--- config.mk ---
export PLATFORM = sky130hd
export DESIGN_NAME = sorted_list_insert_remove
export DESIGN_NICKNAME = d
export VERILOG_FILES = /design/src/rtl/slist_pkg.sv /design/src/rtl/slist_cell.sv /design/src/rtl/slist_out_buf.sv /design/src/rtl/sorted_list_insert_remove.sv
export SDC_FILE = /design/constraint.sdc
export NUM_CORES = 2
export LEC_CHECK = 0
export BUFFER_PORTS_ARGS = -buffer_cell sky130_fd_sc_hd__buf_4
export CAP_MARGIN = 40
export CORE_MARGIN = 2
export CORE_UTILIZATION = 40
export DETAILED_ROUTE_END_ITERATION = 7
export PLACE_DENSITY = 0.56
export SLEW_MARGIN = 20
export SYNTH_ARGS = -nofsm -noshare
export SYNTH_HDL_FRONTEND = slang
export SYNTH_SLANG_ARGS = --single-unit
--- constraint.sdc ---
create_clock -name clk -period 13.1 [get_ports clk]
set_input_delay 2.62 -clock clk [delete_from_list [all_inputs] [get_ports clk]]
set_output_delay 2.62 -clock clk [all_outputs]
set_load 0.01 [all_outputs]
--- src/rtl/slist_pkg.sv ---
// ============================================================================
// Sorted list package
// Shared constants, operation codes and the structs that pass between the
// cells, the output buffer and the top level.
// ============================================================================
package slist_pkg;

    localparam int SLOTS   = 32;
    localparam int IDX_W   = (SLOTS > 1) ? $clog2(SLOTS) : 1;
    localparam int CNT_W   = $clog2(SLOTS + 1);
    localparam int DATA_W  = 32;
    localparam int INDEX_W = 5;
    localparam int OUT_W   = 6;
    localparam int WIDE_W  = (CNT_W > INDEX_W) ? CNT_W : INDEX_W;

    typedef enum logic [1:0] {
        ACT_INSERT = 2'd0,
        ACT_REMOVE = 2'd1,
        ACT_CLEAR  = 2'd2
    } action_t;

    typedef enum logic [1:0] {
        ST_DONE   = 2'd0,
        ST_FULL   = 2'd1,
        ST_NOSLOT = 2'd2
    } status_t;

    typedef struct packed {
        logic               ins_en;
        logic               rem_en;
        logic [DATA_W-1:0]  value;
        logic [IDX_W-1:0]   rem_idx;
        logic [CNT_W-1:0]   held;
    } slist_op_t;

    typedef struct packed {
        status_t            status;
        logic [OUT_W-1:0]   fill_count;
        logic               is_empty;
        logic               is_full;
        logic [OUT_W-1:0]   compares;
        logic [OUT_W-1:0]   moves;
    } slist_res_t;

endpackage

--- src/rtl/slist_cell.sv ---
// ============================================================================
// Sorted list cell
// Holds one list entry. On an insert it compares its entry with the new
// value and takes either the new value or its lower neighbor's entry; on a
// remove it takes its upper neighbor's entry.
// ============================================================================
module slist_cell (
    input  logic                         clk,
    input  logic [slist_pkg::IDX_W-1:0]  pos,
    input  slist_pkg::slist_op_t         op,
    input  logic [slist_pkg::DATA_W-1:0] entry_lower,
    input  logic                         gt_lower,
    input  logic [slist_pkg::DATA_W-1:0] entry_upper,
    output logic [slist_pkg::DATA_W-1:0] entry,
    output logic                         gt,
    output logic                         first_gt
);
    import slist_pkg::*;

    logic [DATA_W-1:0] entry_reg;
    logic [DATA_W-1:0] entry_next;
    logic [CNT_W-1:0]  pos_cnt;
    logic              occupied;
    logic              take_insert;
    logic              take_upper;

    assign pos_cnt  = CNT_W'(pos);
    assign occupied = pos_cnt < op.held;
    assign gt       = occupied && ($signed(entry_reg) > $signed(op.value));
    assign first_gt = gt && !gt_lower;

    assign take_insert = op.ins_en && (gt || (pos_cnt == op.held));
    assign take_upper  = op.rem_en && (pos >= op.rem_idx) && ((pos_cnt + 1'b1) < op.held);

    always_comb
    begin
        priority if (take_insert)
        begin
            entry_next = gt_lower ? entry_lower : op.value;
        end
        else if (take_upper)
        begin
            entry_next = entry_upper;
        end
        else
        begin
            entry_next = entry_reg;
        end
    end

    always_ff @(posedge clk)
    begin
        entry_reg <= entry_next;
    end

    assign entry = entry_reg;

endmodule

--- src/rtl/slist_out_buf.sv ---
// ============================================================================
// Sorted list output buffer
// Output register with one skid entry, so that a new item can be taken
// while a finished result still waits on the output.
// ============================================================================
module slist_out_buf (
    input  logic                  clk,
    input  logic                  rst_n,
    input  logic                  res_valid,
    input  slist_pkg::slist_res_t res,
    output logic                  busy,
    output logic                  out_valid,
    input  logic                  out_stall,
    output slist_pkg::slist_res_t out_res
);
    import slist_pkg::*;

    logic       out_valid_reg;
    logic       skid_valid_reg;
    slist_res_t out_res_reg;
    slist_res_t skid_res_reg;
    logic       out_take;

    assign out_take = out_valid_reg && !out_stall;

    always_ff @(posedge clk or negedge rst_n)
    begin
        if (!rst_n)
        begin
            out_valid_reg  <= 1'b0;
            skid_valid_reg <= 1'b0;
        end
        else
        begin
            priority if (skid_valid_reg)
            begin
                if (out_take)
                begin
                    skid_valid_reg <= 1'b0;
                end
            end
            else if (res_valid)
            begin
                if (out_valid_reg && !out_take)
                begin
                    skid_valid_reg <= 1'b1;
                end
                else
                begin
                    out_valid_reg <= 1'b1;
                end
            end
            else if (out_take)
            begin
                out_valid_reg <= 1'b0;
            end
        end
    end

    always_ff @(posedge clk)
    begin
        priority if (skid_valid_reg)
        begin
            if (out_take)
            begin
                out_res_reg <= skid_res_reg;
            end
        end
        else if (res_valid)
        begin
            if (out_valid_reg && !out_take)
            begin
                skid_res_reg <= res;
            end
            else
            begin
                out_res_reg <= res;
            end
        end
    end

    assign busy      = skid_valid_reg;
    assign out_valid = out_valid_reg;
    assign out_res   = out_res_reg;

endmodule

--- src/rtl/sorted_list_insert_remove.sv ---
// ============================================================================
// Sorted list with insert, remove and clear
// Keeps an ascending list of signed values in a row of cells and reports
// status, fill level and the compare and move counts of each operation.
// ============================================================================
//
//   Channel  Signals                                   Direction
//   -------  ----------------------------------------  ---------
//   in       in_valid, in_stall, action, value, index   into block
//   out      out_valid, out_stall, status, fill_count,  out of block
//            is_empty, is_full, compares, moves
//
// All cells compare and shift in parallel, and the result is registered at the
// input transfer, in the output register or, while that waits, the skid entry.
// One operation is taken per cycle while the output keeps up.
// A skid entry holds a second result when the output is stalled; the input
// stalls only while that entry is occupied.
// Reset clears the fill count and the output handshake; entries need none.
//
module sorted_list_insert_remove (
    input  logic                         clk,
    input  logic                         rst_n,
    input  logic                         in_valid,
    output logic                         in_stall,
    input  logic [1:0]                   action,
    input  logic signed [31:0]           value,
    input  logic [4:0]                   index,
    output logic                         out_valid,
    input  logic                         out_stall,
    output logic [1:0]                   status,
    output logic [5:0]                   fill_count,
    output logic                         is_empty,
    output logic                         is_full,
    output logic [5:0]                   compares,
    output logic [5:0]                   moves
);
    import slist_pkg::*;

    logic [CNT_W-1:0]  held_reg;
    logic [CNT_W-1:0]  held_next;
    logic              in_fire;
    logic              busy;
    logic [WIDE_W-1:0] idx_wide;
    logic [WIDE_W-1:0] held_wide;
    logic              ins_ok;
    logic              rem_ok;
    slist_op_t         op;
    slist_res_t        res;
    slist_res_t        out_res;

    logic [DATA_W-1:0] entry_w [SLOTS];
    logic [SLOTS-1:0]  gt_w;
    logic [SLOTS-1:0]  first_gt_w;
    logic [IDX_W-1:0]  found_pos;
    logic [CNT_W-1:0]  ins_pos;
    logic [CNT_W-1:0]  ins_cmp;
    logic [CNT_W-1:0]  rem_mov;

    assign in_stall = busy;
    assign in_fire  = in_valid && !busy;

    assign idx_wide  = WIDE_W'(index);
    assign held_wide = WIDE_W'(held_reg);

    assign ins_ok = in_fire && (action == ACT_INSERT) && (held_reg < CNT_W'(SLOTS));
    assign rem_ok = in_fire && (action == ACT_REMOVE) && (idx_wide < held_wide);

    assign op.ins_en  = ins_ok;
    assign op.rem_en  = rem_ok;
    assign op.value   = value;
    assign op.rem_idx = idx_wide[IDX_W-1:0];
    assign op.held    = held_reg;

    genvar g;
    generate
        for (g = 0; g < SLOTS; g++)
        begin : g_cell
            logic [DATA_W-1:0] lower_entry;
            logic              lower_gt;
            logic [DATA_W-1:0] upper_entry;

            if (g == 0)
            begin : g_first
                assign lower_entry = '0;
                assign lower_gt    = 1'b0;
            end
            else
            begin : g_mid_low
                assign lower_entry = entry_w[g-1];
                assign lower_gt    = gt_w[g-1];
            end

            if (g == SLOTS - 1)
            begin : g_last
                assign upper_entry = '0;
            end
            else
            begin : g_mid_high
                assign upper_entry = entry_w[g+1];
            end

            slist_cell u_cell (
                .clk         (clk),
                .pos         (IDX_W'(g)),
                .op          (op),
                .entry_lower (lower_entry),
                .gt_lower    (lower_gt),
                .entry_upper (upper_entry),
                .entry       (entry_w[g]),
                .gt          (gt_w[g]),
                .first_gt    (first_gt_w[g])
            );
        end
    endgenerate

    // The greater entries form one run at the top of the list, so the start
    // of that run is a one-hot flag and is encoded by an OR of indexes.
    always_comb
    begin
        found_pos = '0;
        for (int i = 0; i < SLOTS; i++)
        begin
            found_pos = found_pos | (first_gt_w[i] ? IDX_W'(i) : '0);
        end
    end

    assign ins_pos = (|first_gt_w) ? CNT_W'(found_pos) : held_reg;
    assign ins_cmp = held_reg - ins_pos;
    assign rem_mov = held_reg - 1'b1 - CNT_W'(op.rem_idx);

    always_comb
    begin
        held_next      = held_reg;
        res.status     = ST_DONE;
        res.compares   = '0;
        res.moves      = '0;
        unique case (action)
            ACT_INSERT:
            begin
                if (ins_ok)
                begin
                    held_next    = held_reg + 1'b1;
                    res.compares = OUT_W'(ins_cmp);
                    res.moves    = OUT_W'(ins_cmp);
                end
                else
                begin
                    res.status = ST_FULL;
                end
            end
            ACT_REMOVE:
            begin
                if (rem_ok)
                begin
                    held_next    = held_reg - 1'b1;
                    res.compares = OUT_W'(1);
                    res.moves    = OUT_W'(rem_mov);
                end
                else
                begin
                    res.status = ST_NOSLOT;
                end
            end
            ACT_CLEAR:
            begin
                held_next = '0;
            end
            default:
            begin
                held_next = held_reg;
            end
        endcase
        res.fill_count = OUT_W'(held_next);
        res.is_empty   = (held_next == '0);
        res.is_full    = (held_next == CNT_W'(SLOTS));
    end

    always_ff @(posedge clk or negedge rst_n)
    begin
        if (!rst_n)
        begin
            held_reg <= '0;
        end
        else if (in_fire)
        begin
            held_reg <= held_next;
        end
    end

    slist_out_buf u_out_buf (
        .clk       (clk),
        .rst_n     (rst_n),
        .res_valid (in_fire),
        .res       (res),
        .busy      (busy),
        .out_valid (out_valid),
        .out_stall (out_stall),
        .out_res   (out_res)
    );

    assign status     = out_res.status;
    assign fill_count = out_res.fill_count;
    assign is_empty   = out_res.is_empty;
    assign is_full    = out_res.is_full;
    assign compares   = out_res.compares;
    assign moves      = out_res.moves;

`ifndef SYNTHESIS
    a_held_bound: assert property (@(posedge clk) disable iff (!rst_n)
        held_reg <= CNT_W'(SLOTS))
        else $error("fill count exceeds the number of slots");

    a_one_run: assert property (@(posedge clk) disable iff (!rst_n)
        $onehot0(first_gt_w))
        else $error("greater entries do not form a single run");

    a_insert_grows: assert property (@(posedge clk) disable iff (!rst_n)
        ins_ok |=> held_reg == $past(held_reg) + 1'b1)
        else $error("accepted insert did not grow the list");

    a_remove_shrinks: assert property (@(posedge clk) disable iff (!rst_n)
        rem_ok |=> held_reg == $past(held_reg) - 1'b1)
        else $error("accepted remove did not shrink the list");
`endif

endmodule

==> flow_metrics.env <==
export IMPL_cp_arrival_ns=10.24
export IMPL_grt_use_met3_pct=5.86
export IMPL_tightest_slew_ns=0.922
export IMPL_synth_cell_type_count=85
export IMPL_crit_required_ns=13.64
export IMPL_synth_top_area_share_pct=41.2
export IMPL_track_usage_pct=30.0
export IMPL_p_switching_mw=4.95
export IMPL_seq_power_share_pct=32.3
export IMPL_core_area_sq_um=193000
export IMPL_syn_cell_area_sq_um=77800
export IMPL_synth_nets=9006
export IMPL_area_growth_syn_to_layout_pct=11.1
export IMPL_seq_area_frac_synth_pct=41.5
export IMPL_place_hpwl_microns=219000
export IMPL_h_tree_depth=4
export IMPL_synthMostInstantiatedCell="a21oi_1"
export IMPL_slew_headroom_pct=38.0
export IMPL_clockRootBuffer="clkbuf_16"
export IMPL_swShare_pct=38.5
export IMPL_vias=65900
export IMPL_synthTopCellsByArea="edfxtp_1 41%, ha_1 17%, mux2i_1 9.5%, a21oi_1 9.1%, nor2_1 5.7%"
export IMPL_antenna_found_initial=9
export IMPL_cap_violations=0
export IMPL_status="complete, no violations"
export IMPL_setup_viol=0
export IMPL_rows=161
export IMPL_routed_via_density=6.28
export IMPL_internal_power_mw=7.91
export IMPL_clock_latency_ns=0.81
export IMPL_post_cts_resized=0
export IMPL_syn_avg_cell_area_sq_um=9.83
export IMPL_crit_type="input pin to flip-flop"
export IMPL_whs_ns=0.525
export IMPL_finalCritPeriodShare_pct=74.0
export IMPL_wl_per_cell_microns=29.0
export IMPL_synth_edff_count=1068
export IMPL_clk_pin_slew_worst_paths_ns=0.06
export IMPL_grt_busiest_layer="met2"
export IMPL_gr_usage_met1_pct=43.3
export IMPL_ys_async_sr_fraction_pct=0.743
export IMPL_cts_sinks=1076
export IMPL_min_period_ns=9.70
export IMPL_fmax_mhz=103
export IMPL_use_met2_pct=43.8
export IMPL_antenna_left=0
export IMPL_synth_commonest_cells="1415 x a21oi_1, 1182 x nor2_1, 1068 x edfxtp_1"
export IMPL_clockPowerShare_pct=29.7
export IMPL_clock_skew_ns=0.0266
export IMPL_num_nets_final=8957
export IMPL_largest_reg_flops=1024
export IMPL_post_cts_setup_buffers=0
export IMPL_die_height_microns=445
export IMPL_grt_pass1_vias=63100
export IMPL_peakVddDrop_mv=0.148
export IMPL_io_pins=67
export IMPL_cts_made_buffers=138
export IMPL_finalWirelength_microns=305000
export IMPL_pwr_share_comb_pct=38.0
export IMPL_drc=0
export IMPL_grt_pass1_wl_microns=441000
export IMPL_cts_tree="yes"
export IMPL_routabilityCongestion=0.948
export IMPL_drtPass1Iterations=6
export IMPL_first_iter_violations=8367
export IMPL_drive_gt1_share_pct=7.62
export IMPL_clk_path_buf_depth=3
export IMPL_slew_violations=0
export IMPL_fill_cells=18400
export IMPL_grt_start_max_net_pins=67
export IMPL_power_leakage_nw=35.5
export IMPL_initial_core_util_pct=40.3
export IMPL_ctsHoldBuffers=0
export IMPL_holdCritPathClass="flip-flop to flip-flop"
export IMPL_synth_top_area_cell="edfxtp_1"
export IMPL_syn_inst=7918
export IMPL_end_kind="flip-flop"
export IMPL_die_area_sq_um=198000
export IMPL_rsz0062_at_grt="false"
export IMPL_yosys_most_used_dff="edfxtp_1"
export IMPL_crit_path_start_kind="input pin"
export IMPL_setup_tns_ns=0
export IMPL_chipWidth_microns=445
export IMPL_io_buffers=66
export IMPL_yosys_warnings=0
export IMPL_hold_viol=0
export IMPL_overflow=0
export IMPL_cp_max_fo=37
export IMPL_synth_seq_cells=1076
export IMPL_pwr_density_cell_nw_per_um2=149
## logic make-up (layout without fill, tap and decap cells)
| kind of cell | after synthesis | after routing | synth area share (%) |
|---|---|---|---|
| AOI/OAI and AO/OA | 2298 | 2298 | 16.7 |
| and+or+nand+nor | 2146 | 2146 | 12.1 |
| DFF | 1076 | 1076 | 41.5 |
| adders and majority gates | 1045 | 1045 | 16.8 |
| muxes | 764 | 764 | 9.87 |
| buffers and inverters | 572 | 630 | 2.76 |
| xor gates and xnor gates | 17 | 17 | 0.191 |
| other | 0 | 1 | 0 |
## stage by stage
step	power [mW]	cells	setup WS [ns]	instance area, sq um	util (%)
2_1_floorplan	7.23	7918	4.35	77800	-
4_1_cts	12.8	10500	3.66	86400	44.8
6_report	12.9	10500	3.40	86500	44.8
3_5_place_dp	8.96	10200	2.83	82000	42.5
5_1_grt	13.3	10500	3.30	86500	44.8
3_3_place_gp	8.88	10200	2.85	81800	42.4
## critical path: stages
cell	delay, ns
buf_4	0.27
inv_2	0.71
buf_4	0.44
ha_1	0.31
a21oi_1	0.16
o21a_1	0.14
o21ai_1	0.08
a2111oi_0	0.66
nand3_1	0.26
mux2i_4	0.20
buf_4	0.58
a21oi_1	0.18
or4b_4	0.61
a2111oi_4	0.43
nand3_2	0.16
o2111ai_1	0.61
ha_1	0.26
inv_1	0.07
fa_1	0.43
a21o_1	0.18
a21oi_1	0.16
xor2_1	0.20
o22ai_1	0.12
mux2_2	0.29
## path summary, 6_finish.rpt
| kind | slack (ns) | endpoint | depth (start not counted) | from |
|---|---|---|---|---|
| setup reg to reg | 5.58 | u_out_buf.out_res[4] | 22 | held_reg[0] |
| min in group asynchronous | 1.64 | u_out_buf.out_valid | 1 | rst_n |
| hold / removal | 0.52 | u_out_buf.out_res[9] | 1 | u_out_buf.skid_res_reg[9] |
| max in group asynchronous | 11.30 | held_reg[5] | 1 | rst_n |
| setup / recovery | 3.40 | u_out_buf.out_res[4] | 24 | value[17] |
| hold reg to reg | 0.52 | u_out_buf.out_res[9] | 1 | u_out_buf.skid_res_reg[9] |
## cell usage in the layout, fill, tap and decap left out, drive strengths merged, types with 201 or more instances in the layout
cell | Yosys | routed
edfxtp | 1068 | 1068
nor2 | 1182 | 1182
a21o | 228 | 228
a21oi | 1415 | 1415
buf | 79 | 258
ha | 1043 | 1043
nand2 | 430 | 430
o21ai | 351 | 351
mux2i | 743 | 743
nand4 | 201 | 201
## routing by layer
| layer | vias up | part of all wire (%) |
|---|---|---|
| li1 | 29700 | - |
| met1 | 32200 | 44 |
| met2 | 3381 | 42 |
| met3 | 558 | 9.8 |
| met4 | 14 | 4.1 |
| met5 | - | 0.027 |
## layout make-up
type                            instances  area [sq um]  share of cell area [%]
Antenna cell                            1          2.50                 0.00289
Clock buffer                          178          3710                    4.29
Clock inverter                         69           653                   0.755
Inverter                              122           458                   0.530
Multi-Input combinational cell       6270         44100                    51.0
Sequential cell                      1076         32300                    37.3
Tap cell                             2526          3160                    3.66
Timing Repair Buffer                  261          2140                    2.47
## power groups by stage
stage	sequential [mW]	combinational, mW	clock [mW]
CTS	4.16	4.75	3.87
detailed placement	4.23	4.73	0
global route	4.16	5.20	3.98
floorplan	4.17	3.06	0
global placement	4.24	4.64	0
finish	4.15	4.89	3.82
Power figures use the tool's default switching activity.
